<file path="src/rtl/core/xbs_pkg.sv">
// ----------------------------------------------------------------------------
// xbs_pkg
// Shared types, character constants and helpers for the XML byte sanitizer.
// ----------------------------------------------------------------------------
package xbs_pkg;

  // Character codes used by the sanitizer.
  localparam logic [7:0] CH_TAB     = 8'h09;
  localparam logic [7:0] CH_LF      = 8'h0A;
  localparam logic [7:0] CH_CR      = 8'h0D;
  localparam logic [7:0] CTRL_LIMIT = 8'h20;
  localparam logic [7:0] CH_HASH    = 8'h23;
  localparam logic [7:0] CH_AMP     = 8'h26;
  localparam logic [7:0] CH_SEMI    = 8'h3B;
  localparam logic [7:0] CH_DIG_0   = 8'h30;
  localparam logic [7:0] CH_DIG_9   = 8'h39;
  localparam logic [7:0] CH_UP_A    = 8'h41;
  localparam logic [7:0] CH_UP_Z    = 8'h5A;
  localparam logic [7:0] CH_LOW_A   = 8'h61;
  localparam logic [7:0] CH_LOW_M   = 8'h6D;
  localparam logic [7:0] CH_LOW_P   = 8'h70;
  localparam logic [7:0] CH_LOW_Z   = 8'h7A;

  // The escape sequence "&amp;".
  localparam int ESC_LEN = 5;
  localparam int ESC_IW  = $clog2(ESC_LEN);

  // Input and result transactions.
  typedef struct packed {
    logic [7:0] in_byte;
    logic       in_last;
  } xbs_in_t;

  typedef struct packed {
    logic [7:0] out_byte;
    logic       has_byte;
    logic       run_last;
    logic       stream_end;
  } xbs_out_t;

  // Where an emitted byte comes from.
  typedef enum logic [2:0] {
    SRC_ESC,
    SRC_HELD,
    SRC_SEMI,
    SRC_CHAR,
    SRC_BARE
  } xbs_src_t;

  // Classification of the incoming byte.
  typedef struct packed {
    logic is_ref;
    logic is_semi;
    logic is_amp;
    logic is_drop;
  } xbs_dec_t;

  // Commands from the controller to the datapath.
  typedef struct packed {
    logic                  cap;
    logic                  hold_wr;
    logic                  emit;
    xbs_src_t              src;
    logic [ESC_IW-1:0]     esc_idx;
    logic                  run_last;
    logic                  stream_end;
  } xbs_cmd_t;

  // One character of the escape sequence.
  function automatic logic [7:0] esc_char(input logic [ESC_IW-1:0] idx);
    logic [7:0] ch;
    unique case (idx)
      3'd0:    ch = CH_AMP;
      3'd1:    ch = CH_LOW_A;
      3'd2:    ch = CH_LOW_M;
      3'd3:    ch = CH_LOW_P;
      3'd4:    ch = CH_SEMI;
      default: ch = CH_AMP;
    endcase
    return ch;
  endfunction

endpackage

</file>
<file path="src/rtl/core/xbs_datapath.sv">
// ----------------------------------------------------------------------------
// xbs_datapath
// Byte classification, held-reference store, captured byte and output register.
// ----------------------------------------------------------------------------
module xbs_datapath #(
  parameter int DEPTH = 9,
  parameter int IW    = 4
) (
  input  logic             clk,
  input  logic             rst_n,
  input  xbs_pkg::xbs_in_t in_data,
  output xbs_pkg::xbs_dec_t in_dec,
  input  xbs_pkg::xbs_cmd_t cmd,
  input  logic [IW-1:0]    wr_idx,
  input  logic [IW-1:0]    rd_idx,
  output logic             slot_free,
  output logic             out_valid,
  input  logic             out_stall,
  output xbs_pkg::xbs_out_t out_data
);
  import xbs_pkg::*;

  logic [7:0] byte_r;
  logic [7:0] held_r [DEPTH];
  logic       out_valid_r;
  xbs_out_t   out_data_r;
  xbs_out_t   out_data_nxt;
  logic [7:0] c;

  // Classify the incoming byte.
  assign c = in_data.in_byte;
  always_comb begin
    in_dec.is_ref  = (c >= CH_DIG_0 && c <= CH_DIG_9) || (c >= CH_UP_A && c <= CH_UP_Z) ||
                     (c >= CH_LOW_A && c <= CH_LOW_Z) || (c == CH_HASH);
    in_dec.is_semi = (c == CH_SEMI);
    in_dec.is_amp  = (c == CH_AMP);
    in_dec.is_drop = (c < CTRL_LIMIT) && (c != CH_TAB) && (c != CH_LF) && (c != CH_CR);
  end

  // Captured input byte and the bytes held after an ampersand.
  always_ff @(posedge clk) begin
    if (cmd.cap) begin
      byte_r <= c;
    end
    if (cmd.hold_wr) begin
      held_r[wr_idx] <= c;
    end
  end

  // Select the byte of the next result.
  always_comb begin
    unique case (cmd.src)
      SRC_ESC:  out_data_nxt.out_byte = esc_char(cmd.esc_idx);
      SRC_HELD: out_data_nxt.out_byte = held_r[rd_idx];
      SRC_SEMI: out_data_nxt.out_byte = CH_SEMI;
      SRC_CHAR: out_data_nxt.out_byte = byte_r;
      SRC_BARE: out_data_nxt.out_byte = 8'h00;
      default:  out_data_nxt.out_byte = 8'h00;
    endcase
    out_data_nxt.has_byte   = (cmd.src != SRC_BARE);
    out_data_nxt.run_last   = cmd.run_last;
    out_data_nxt.stream_end = cmd.stream_end;
  end

  // Output register: loads whenever it is empty or being taken.
  assign slot_free = !out_valid_r || !out_stall;

  always_ff @(posedge clk) begin
    if (!rst_n) begin
      out_valid_r <= 1'b0;
    end else if (slot_free) begin
      out_valid_r <= cmd.emit;
    end
  end

  always_ff @(posedge clk) begin
    if (slot_free && cmd.emit) begin
      out_data_r <= out_data_nxt;
    end
  end

  assign out_valid = out_valid_r;
  assign out_data  = out_data_r;

endmodule

</file>
<file path="src/rtl/core/xbs_ctrl.sv">
// ----------------------------------------------------------------------------
// xbs_ctrl
// Reference-tracking state and the sequencer that orders each item's results.
// ----------------------------------------------------------------------------
module xbs_ctrl #(
  parameter int DEPTH     = 9,
  parameter int CW        = 4,
  parameter int IW        = 4,
  parameter int SHORT_MIN = 6
) (
  input  logic              clk,
  input  logic              rst_n,
  input  logic              in_valid,
  output logic              in_stall,
  input  logic              in_last,
  input  xbs_pkg::xbs_dec_t in_dec,
  input  logic              slot_free,
  output xbs_pkg::xbs_cmd_t cmd,
  output logic [IW-1:0]     wr_idx,
  output logic [IW-1:0]     rd_idx
);
  import xbs_pkg::*;

  typedef enum logic [2:0] {
    S_IDLE,
    S_FIRST,
    S_HELD,
    S_TAIL,
    S_BARE
  } state_t;

  typedef enum logic [2:0] {
    K_NONE,
    K_ESC,
    K_AMP,
    K_SEMI,
    K_CHAR
  } kind_t;

  localparam logic [ESC_IW-1:0] ESC_TOP = ESC_IW'(ESC_LEN - 1);

  state_t            state_r, state_nxt;
  kind_t             first_r, first_nxt;
  kind_t             tail_r, tail_nxt;
  logic [CW-1:0]     hnum_r, hnum_nxt;
  logic [IW-1:0]     hidx_r, hidx_nxt;
  logic [ESC_IW-1:0] eidx_r, eidx_nxt;
  logic              last_r, last_nxt;
  logic              pend_r, pend_nxt;
  logic [CW-1:0]     cnt_r, cnt_nxt;

  logic          accept;
  logic          valid_ref, hold, flush, norm, norm_amp, norm_char, short_esc;
  kind_t         p_first, p_tail;
  logic [CW-1:0] p_hnum;
  logic          p_bare;
  logic          at_end, is_final, hlast;
  logic [ESC_IW-1:0] first_top, tail_top;

  assign accept   = (state_r == S_IDLE) && in_valid;
  assign in_stall = (state_r != S_IDLE);

  // Decide what the accepted byte does to the held reference.
  always_comb begin
    valid_ref = pend_r && in_dec.is_semi && (cnt_r != '0);
    hold      = pend_r && in_dec.is_ref && (cnt_r < CW'(DEPTH));
    flush     = pend_r && !valid_ref && !hold;
    norm      = !pend_r || flush;
    norm_amp  = norm && in_dec.is_amp;
    norm_char = norm && !in_dec.is_drop && !in_dec.is_amp;
    short_esc = (cnt_r >= CW'(SHORT_MIN));

    // Leading part of the results.
    if (valid_ref) begin
      p_first = K_AMP;
    end else if (flush || (hold && in_last) || (norm_amp && in_last)) begin
      p_first = K_ESC;
    end else begin
      p_first = K_NONE;
    end

    // Number of held bytes replayed.
    if (valid_ref || flush) begin
      p_hnum = cnt_r;
    end else if (hold && in_last) begin
      p_hnum = cnt_r + CW'(1);
    end else begin
      p_hnum = '0;
    end

    // Trailing part of the results.
    if (valid_ref) begin
      p_tail = K_SEMI;
    end else if (norm_char) begin
      p_tail = K_CHAR;
    end else if (flush && in_dec.is_amp && in_last) begin
      p_tail = short_esc ? K_AMP : K_ESC;
    end else begin
      p_tail = K_NONE;
    end

    p_bare = in_last && (p_first == K_NONE) && (p_tail == K_NONE);

    // Reference state after this byte.
    if (hold && !in_last) begin
      pend_nxt = 1'b1;
      cnt_nxt  = cnt_r + CW'(1);
    end else if (norm_amp && !in_last) begin
      pend_nxt = 1'b1;
      cnt_nxt  = '0;
    end else begin
      pend_nxt = 1'b0;
      cnt_nxt  = '0;
    end
  end

  assign wr_idx = cnt_r[IW-1:0];
  assign rd_idx = hidx_r;

  assign first_top = (first_r == K_AMP) ? '0 : ESC_TOP;
  assign tail_top  = (tail_r == K_AMP) ? '0 : ESC_TOP;
  assign hlast     = (CW'(hidx_r) == (hnum_r - CW'(1)));

  // Sequencer: one result per cycle while the output register can take it.
  always_comb begin
    state_nxt = state_r;
    first_nxt = first_r;
    tail_nxt  = tail_r;
    hnum_nxt  = hnum_r;
    hidx_nxt  = hidx_r;
    eidx_nxt  = eidx_r;
    last_nxt  = last_r;
    at_end    = 1'b0;
    is_final  = 1'b0;

    cmd.cap     = accept;
    cmd.hold_wr = accept && hold;
    cmd.emit    = 1'b0;
    cmd.src     = SRC_BARE;
    cmd.esc_idx = eidx_r;

    unique case (state_r)
      S_IDLE: begin
        if (accept) begin
          first_nxt = p_first;
          tail_nxt  = p_tail;
          hnum_nxt  = p_hnum;
          last_nxt  = in_last;
          hidx_nxt  = '0;
          eidx_nxt  = '0;
          if (p_first != K_NONE) begin
            state_nxt = S_FIRST;
          end else if (p_tail != K_NONE) begin
            state_nxt = S_TAIL;
          end else if (p_bare) begin
            state_nxt = S_BARE;
          end else begin
            state_nxt = S_IDLE;
          end
        end
      end
      S_FIRST: begin
        cmd.emit = 1'b1;
        cmd.src  = SRC_ESC;
        at_end   = (eidx_r == first_top);
        is_final = at_end && (hnum_r == '0) && (tail_r == K_NONE);
        if (slot_free) begin
          if (at_end) begin
            eidx_nxt = '0;
            if (hnum_r != '0) begin
              state_nxt = S_HELD;
            end else if (tail_r != K_NONE) begin
              state_nxt = S_TAIL;
            end else begin
              state_nxt = S_IDLE;
            end
          end else begin
            eidx_nxt = eidx_r + ESC_IW'(1);
          end
        end
      end
      S_HELD: begin
        cmd.emit = 1'b1;
        cmd.src  = SRC_HELD;
        is_final = hlast && (tail_r == K_NONE);
        if (slot_free) begin
          if (hlast) begin
            hidx_nxt  = '0;
            state_nxt = (tail_r != K_NONE) ? S_TAIL : S_IDLE;
          end else begin
            hidx_nxt = hidx_r + IW'(1);
          end
        end
      end
      S_TAIL: begin
        cmd.emit = 1'b1;
        priority case (tail_r)
          K_SEMI:  cmd.src = SRC_SEMI;
          K_CHAR:  cmd.src = SRC_CHAR;
          default: cmd.src = SRC_ESC;
        endcase
        at_end   = (tail_r == K_SEMI) || (tail_r == K_CHAR) || (eidx_r == tail_top);
        is_final = at_end;
        if (slot_free) begin
          if (at_end) begin
            eidx_nxt  = '0;
            state_nxt = S_IDLE;
          end else begin
            eidx_nxt = eidx_r + ESC_IW'(1);
          end
        end
      end
      S_BARE: begin
        cmd.emit = 1'b1;
        cmd.src  = SRC_BARE;
        is_final = 1'b1;
        if (slot_free) begin
          state_nxt = S_IDLE;
        end
      end
      default: begin
        state_nxt = S_IDLE;
      end
    endcase

    cmd.run_last   = is_final;
    cmd.stream_end = is_final && last_r;
  end

  // State and sequencing registers.
  always_ff @(posedge clk) begin
    if (!rst_n) begin
      state_r <= S_IDLE;
      first_r <= K_NONE;
      tail_r  <= K_NONE;
      hnum_r  <= '0;
      hidx_r  <= '0;
      eidx_r  <= '0;
      last_r  <= 1'b0;
      pend_r  <= 1'b0;
      cnt_r   <= '0;
    end else begin
      state_r <= state_nxt;
      first_r <= first_nxt;
      tail_r  <= tail_nxt;
      hnum_r  <= hnum_nxt;
      hidx_r  <= hidx_nxt;
      eidx_r  <= eidx_nxt;
      last_r  <= last_nxt;
      if (accept) begin
        pend_r <= pend_nxt;
        cnt_r  <= cnt_nxt;
      end
    end
  end

  // The held count never exceeds the store depth.
  a_cnt_bound: assert property (@(posedge clk) disable iff (!rst_n)
    cnt_r <= CW'(DEPTH))
    else $error("held count beyond store depth");

  // Without a pending ampersand nothing is held.
  a_cnt_idle: assert property (@(posedge clk) disable iff (!rst_n)
    !pend_r |-> (cnt_r == '0))
    else $error("held bytes without a pending ampersand");

  // The final byte of a document leaves no reference pending.
  a_last_clears: assert property (@(posedge clk) disable iff (!rst_n)
    (accept && in_last) |=> !pend_r)
    else $error("reference still pending after end of document");

  // Replaying held bytes only happens when some are held.
  a_held_nonempty: assert property (@(posedge clk) disable iff (!rst_n)
    (state_r == S_HELD) |-> (hnum_r != '0))
    else $error("held replay with an empty count");

endmodule

</file>
<file path="src/rtl/core/xml_byte_sanitizer.sv">
// ----------------------------------------------------------------------------
// xml_byte_sanitizer
// Streaming clean-up of XML bytes: drops stray control bytes and escapes
// ampersands that do not start a well-formed character or entity reference.
// ----------------------------------------------------------------------------
// Each input transaction is accepted while the block is idle and then
// produces its results one per cycle through a single output register,
// while that register can take them. A byte that is dropped, or held
// before the end of the document, gives no result byte; a byte passed
// straight through gives one; a flushed held reference gives its escape,
// the held bytes and any trailing escape. The sequencer loads one byte a
// cycle into the output register; the input is stalled while it runs, and
// a stall on the output channel holds it. A new item is accepted once its
// predecessor's last result has entered the output register.
module xml_byte_sanitizer #(
  parameter int MAX_REF_SPAN = 10
) (
  input  logic              clk,
  input  logic              rst_n,
  input  logic              in_valid,
  output logic              in_stall,
  input  xbs_pkg::xbs_in_t  in_data,
  output logic              out_valid,
  input  logic              out_stall,
  output xbs_pkg::xbs_out_t out_data
);
  import xbs_pkg::*;

  localparam int HELD_DEPTH = MAX_REF_SPAN - 1;
  localparam int CNT_W      = $clog2(HELD_DEPTH + 1);
  localparam int IDX_W      = (HELD_DEPTH > 1) ? $clog2(HELD_DEPTH) : 1;
  localparam int SHORT_MIN  = (MAX_REF_SPAN > 4) ? MAX_REF_SPAN - 4 : 0;

  xbs_dec_t         in_dec;
  xbs_cmd_t         cmd;
  logic [IDX_W-1:0] wr_idx;
  logic [IDX_W-1:0] rd_idx;
  logic             slot_free;

  // Controller: reference tracking and result sequencing.
  xbs_ctrl #(
    .DEPTH     (HELD_DEPTH),
    .CW        (CNT_W),
    .IW        (IDX_W),
    .SHORT_MIN (SHORT_MIN)
  ) u_ctrl (
    .clk       (clk),
    .rst_n     (rst_n),
    .in_valid  (in_valid),
    .in_stall  (in_stall),
    .in_last   (in_data.in_last),
    .in_dec    (in_dec),
    .slot_free (slot_free),
    .cmd       (cmd),
    .wr_idx    (wr_idx),
    .rd_idx    (rd_idx)
  );

  // Datapath: classification, held bytes and the output register.
  xbs_datapath #(
    .DEPTH (HELD_DEPTH),
    .IW    (IDX_W)
  ) u_datapath (
    .clk       (clk),
    .rst_n     (rst_n),
    .in_data   (in_data),
    .in_dec    (in_dec),
    .cmd       (cmd),
    .wr_idx    (wr_idx),
    .rd_idx    (rd_idx),
    .slot_free (slot_free),
    .out_valid (out_valid),
    .out_stall (out_stall),
    .out_data  (out_data)
  );

endmodule
</file>
<file path="config.mk">
export PLATFORM = sky130hd
export DESIGN_NAME = xml_byte_sanitizer
export DESIGN_NICKNAME = d
export VERILOG_FILES = /design/src/rtl/core/xbs_pkg.sv /design/src/rtl/core/xbs_datapath.sv /design/src/rtl/core/xbs_ctrl.sv /design/src/rtl/core/xml_byte_sanitizer.sv
export SDC_FILE = /design/constraint.sdc
export NUM_CORES = 1
export LEC_CHECK = 0
export ABC_AREA = 1
export BUFFER_PORTS_ARGS = -buffer_cell sky130_fd_sc_hd__buf_4
export CAP_MARGIN = 5
export CORE_AREA = 2 2 105 107
export CTS_BUF_LIST = sky130_fd_sc_hd__clkbuf_16
export CTS_CLUSTER_SIZE = 8
export DETAILED_ROUTE_END_ITERATION = 16
export DIE_AREA = 0 0 107 109
export HOLD_SLACK_MARGIN = 0.1
export PLACE_DENSITY = 0.69
export SYNTH_ARGS = -nofsm -noshare
export SYNTH_HDL_FRONTEND = slang
export SYNTH_SLANG_ARGS = --single-unit
</file>
<file path="constraint.sdc">
create_clock -name clk -period 3.3 [get_ports clk]
set_clock_uncertainty 0.05 [all_clocks]
set_input_delay 0.66 -clock clk [delete_from_list [all_inputs] [get_ports clk]]
set_output_delay 0.66 -clock clk [all_outputs]
set_load 0.01 [all_outputs]
</file>
==> results.cfg, run 1 <==
[detailed_routing]
vias = 4215
ant_nets = 0
first_iter_violations = 321
drc_errors = 0
routed_wl_um = 12900
drtPass1Iterations = 5
viasPerCell = 5.58
wire_per_inst_um = 17.1

[floorplanning]
fp.dieH_um = 109
floorplan.die_area_sq_um = 11700
num_rows = 38
initial_utilization_pct = 53.2
num_io_pins = 26
core-area_sq_um = 10600
die_x_um = 107

[clock_network]
cts_resized = 0
cts_setup_buffers = 0
cts_tree = done
cts_max_level = 4
cts.sinks = 121
cts-buffers-inserted = 17
cts.clk_slew.worst_paths_ps = 50
cts_buffer_depth = 2
clockRootBuffer = clkbuf_16
clock_latency_ps = 400
ctsHoldBuffers = 0

[place]
portBuffers = 25
gp_congestion = 0.862
pre_cts_ws_ps = 572
place_hpwl_um = 8600

[power]
power_frac_seq_pct = 39.1
clock_power_share_pct = 36.1
power_density_nw_per_um2 = 749
switchingPower_uw = 1510
combPwrFrac_pct = 24.8
leakagePower_uw = 0.00256
swShare_pct = 30.7
ir_drop_v = 0.000379
p_int_uw = 3400

[grt]
grtUsageTotal_pct = 23.8
antenna_found_initial = 0
grt_first_pass_wirelength_um = 21000
grt-ovfl-total = 0
grt_max_degree = 33
grt_pass1_vias = 4159

[cells_and_area]
antenna_cells = 0
drive_gt1_share_pct = 15.9
register_area_sq_um = 3330
synthToLayoutAreaGrowth_pct = 16.1
fin_util_pct = 61.8
multiInputGateArea_sq_um = 1960
layout.nets = 628
fillCellCount = 864

[logic_synthesis]
syn_avg_cell_area_sq_um = 9.92
synth_edf_count = 91
synth_top_area_share_pct = 48.4
ys_top_cells_by_count = 112 x nand2_1, 91 x edfxtp_1, 59 x inv_1
synth_most_common_cell = nand2_1
synthFlopType = edfxtp_1
syn_inst = 569
synth.area.top_cells = edfxtp_1 48%, dfxtp_1 11%, nand2_1 7.4%
synth_seq_cells = 121
synthArstFlopShare_pct = 0
ys_warn_count = 0
synth_cell_types = 44
synth_nets = 593
yosys.area.top_type = edfxtp_1
seq_area_frac_synth_pct = 59.0
synthesis.area_sq_um = 5650

[sta]
slew_headroom_pct = 30.6
hold_violations = 0
fmax_mhz = 402
post-route-min-period_ps = 2490
max_slew.worst_pin.slew_ps = 1040
setup_viol = 0
fin_hold_ws_ps = 434
finalSetupTns_ps = 0
drv_slew = 0
grt_setup_unrepaired = no
fin_crit_sh_pct = 75.4
setup_ws_ps = 811

[worst_setup_path]
crit_required_ps = 3380
worstRegToRegCells = 5
reg2reg_slack_ps = 810
end_kind = flip-flop
arrival_ps = 2570
reg2reg_to = u_datapath.out_data[3]
startpoint_type = flip-flop
worstPathMaxFanout = 23
critPathKind = flip-flop to flip-flop

[outcome]
status = completed

[run]
max_cap_violations = 0

[hold_path]
whs_path_depth = 2
hp-class = flip-flop to flip-flop
worstHoldStart = u_ctrl.first_r[0]
hold_end = u_ctrl.first_r[0]
worst max-delay path, cell delays in order (launching register included):
cell	delay [ps]
dfxtp_1	610
inv_1	500
a21oi_1	280
a22oi_1	180
a221oi_1	440
o211ai_1	160
state kept, by name, indices dropped and copies added (netlist names), 2 cells and up, named ones only:
signal,flops
u_ctrl.eidx_r,3
u_ctrl.state_r,3
u_ctrl.first_r,2
u_ctrl.wr_idx,4
u_ctrl.hnum_r,4
u_datapath.byte_r,8
u_ctrl.rd_idx,4
u_datapath.out_data,11
u_ctrl.tail_r,3
u_datapath.held_r,72
layer usage:
layer / track usage (%) / vias to the layer above / wire length [um]
met1: 31.5 / 2012 / 5750
met3: 5.02 / 23 / 661
met2: 38.0 / 139 / 6140
met4: 10.8 / 0 / 338
li1: - / 2041 / -
met5: 0 / - / 0
power groups by stage:
stage | combinational, uW | sequential, uW | clock (uW)
floorplan | 789 | 1950 | 0
global placement | 1170 | 1950 | 0
detailed placement | 1200 | 1950 | 0
CTS | 1210 | 1920 | 1780
global route | 1350 | 1940 | 1860
finish | 1220 | 1920 | 1770
per-stage QoR:
step / std cells / area [sq um] / power, uW
2_1_floorplan: 569 / 5650 / 2740
3_3_place_gp: 725 / 5990 / 3120
5_1_grt: 755 / 6550 / 5150
6_report: 755 / 6550 / 4910
3_5_place_dp: 725 / 5990 / 3150
4_1_cts: 755 / 6550 / 4910
logic make-up (layout without fill, tap and decap cells):
family	after synthesis	count (layout)	share of synthesized area [%]
flops	121	121	59.0
compound gates	124	124	13.5
fa+ha+maj	11	11	2.44
xor+xnor	8	8	1.24
simple gates	216	216	17.5
buf+inv	89	135	6.21
placed cells by master, fill, tap and decap left out, types with 2 or more instances in the layout:
cell / n
inv_1: 61
buf_4: 33
a21oi_2: 3
nor2_1: 42
a22oi_1: 9
inv_2: 12
a31oi_1: 4
o21ai_0: 22
a211oi_1: 4
nand4_1: 5
o21ai_2: 2
xor2_1: 6
a32o_1: 3
a221oi_1: 6
o211ai_1: 10
nand2_1: 112
dfxtp_1: 30
nor3_1: 14
clkbuf_16: 17
clkinv_2: 2
ha_1: 11
a21oi_1: 52
clkinv_1: 5
nor2_2: 6
nor2_4: 5
bufinv_16: 3
o2111ai_1: 2
nand2_2: 6
xnor2_1: 2
nand3_1: 19
edfxtp_1: 91
cell type report:
class	instances	area share, %
flip-flops and latches	121	50.9
clock inverters	13	2.12
well taps	140	2.67
multi-input cells	359	29.9
repair buffers	33	3.78
inverters	72	4.12
clock buffers	17	6.49
worst max-delay path by stage:
stage,startpoint,end
after floorplan,in_data[7],u_datapath.held_r[4][0]
after global placement,in_data[7],u_datapath.held_r[2][2]
final,flip-flop,u_datapath.out_data[3]
after detailed placement,in_data[7],u_datapath.held_r[2][3]
after CTS,u_ctrl.wr_idx[0],u_datapath.held_r[2][6]
after global routing,flip-flop,u_datapath.out_data[3]
Power figures use the tool's default switching activity.
==> inputs of run 2 (changes only) <==
==> constraint.sdc (replaced) <==
create_clock -name clk -period 2.4 [get_ports clk]
set_clock_uncertainty 0.05 [all_clocks]
set_input_delay 0.48 -clock clk [delete_from_list [all_inputs] [get_ports clk]]
set_output_delay 0.48 -clock clk [all_outputs]
set_load 0.01 [all_outputs]
==> results.cfg, run 2 (synthesized netlist as in run 1, its figures left out) <==
[outcome]
status = completed

[sta]
hold_violations = 0
post-route-min-period_ps = 2150
fmax_mhz = 465
setup_viol = 0
fin_hold_ws_ps = 324
setup_ws_ps = 249
grt_setup_unrepaired = no
drv_slew = 0
finalSetupTns_ps = 0
fin_crit_sh_pct = 89.6
slew_headroom_pct = 61.2
max_slew.worst_pin.slew_ps = 578

[clock_network]
clock_latency_ps = 410
cts_max_level = 4
cts.clk_slew.worst_paths_ps = 50
cts-buffers-inserted = 17
ctsHoldBuffers = 0
cts_resized = 0
cts.sinks = 121
cts_setup_buffers = 0
clockRootBuffer = clkbuf_16
cts_buffer_depth = 2
cts_tree = done

[cells_and_area]
drive_gt1_share_pct = 17.6
multiInputGateArea_sq_um = 1960
regMostFlops = u_datapath.held_r
register_area_sq_um = 3330
layoutNonFillerInstCount = 766
antenna_cells = 0
synthToLayoutAreaGrowth_pct = 17.3
final_common_cell = nand2_1
layout.nets = 637
largest_register_ffs = 72
mostFrequentLayoutCells = 112 x nand2_1, 91 x edfxtp_1, 63 x inv_1, 52 x a21oi_1
fillCellCount = 827

[detailed_routing]
drc_errors = 0
drtPass1Iterations = 5
first_iter_violations = 288
routed_wl_um = 12600
wire_per_inst_um = 16.5
ant_nets = 0
vias = 4248
viasPerCell = 5.55

[power]
power.total_uw = 6730
combPwrFrac_pct = 25.7
swShare_pct = 31.2
clock_power_share_pct = 35.5
power_density_nw_per_um2 = 1020
power_frac_seq_pct = 38.8
p_int_uw = 4630
ir_drop_v = 0.000526
switchingPower_uw = 2100
leakagePower_uw = 0.00260

[worst_setup_path]
worstPathMaxFanout = 8
startpoint_type = flip-flop
end_kind = flip-flop
arrival_ps = 2220
reg2reg_slack_ps = 250
critPathKind = flip-flop to flip-flop
crit_required_ps = 2470

[floorplanning]
num_io_pins = 26
core-area_sq_um = 10600
fp.dieH_um = 109
num_rows = 38
floorplan.die_area_sq_um = 11700
initial_utilization_pct = 53.2
die_x_um = 107

[grt]
grt_pass1_vias = 4068
grt_first_pass_wirelength_um = 20300
antenna_found_initial = 0
grt-ovfl-total = 0
grtUsageTotal_pct = 23.2
grt_max_degree = 33

[place]
dpl.cell_count = 734
portBuffers = 25
pre_cts_ws_ps = 178
gp_congestion = 0.917
place_hpwl_um = 8710

[run]
max_cap_violations = 0

[hold_path]
hp-class = input port to flip-flop
## run 2: metrics by stage
step / util (%) / area (sq um)
2_1_floorplan: - / 5650
3_3_place_gp: 57.1 / 6060
3_5_place_dp: 57.1 / 6060
4_1_cts: 62.4 / 6620
5_1_grt: 62.4 / 6620
6_report: 62.4 / 6620
## run 2: path summary, 6_finish.rpt
kind                     startpoint                 endpoint  cells past startpoint
hold / removal                rst_n            u_ctrl.pend_r                      3
setup / recovery   u_ctrl.wr_idx[0]  u_datapath.held_r[5][3]                      9
setup reg to reg   u_ctrl.wr_idx[0]  u_datapath.held_r[5][3]                      9
hold reg to reg   u_ctrl.first_r[0]        u_ctrl.first_r[0]                      2
## run 2: layout make-up
type	count	share of cell area (%)
Clock buffer	17	6.43
Clock inverter	15	2.10
Inverter	72	4.08
Multi-Input combinational cell	359	29.6
Sequential cell	121	50.3
Tap cell	140	2.65
Timing Repair Buffer	42	4.76
## run 2: layer usage
layer  GRT usage [%]  routed length, um  vias to the layer above
met5               0                  0                        -
met4            8.26                143                        0
met3            5.20                819                       15
met2            37.7               6140                      150
met1            31.0               5530                     2023
li1                -                  -                     2060
## run 2: critical path: stages (launching register included)
cell     delay [ps]
dfxtp_1         330
inv_1           170
ha_1            200
nand2_1          90
a21oi_1         310
nand2_4         120
nor2_4          130
inv_2            80
nor3_1          170
buf_4           210
## run 2: power groups by stage
stage	sequential [uW]	combinational [uW]	clock, uW
6_report	2610	1730	2390
5_1_grt	2630	1930	2500
4_1_cts	2610	1720	2410
3_5_place_dp	2660	1720	0
3_3_place_gp	2650	1670	0
2_1_floorplan	2680	1080	0
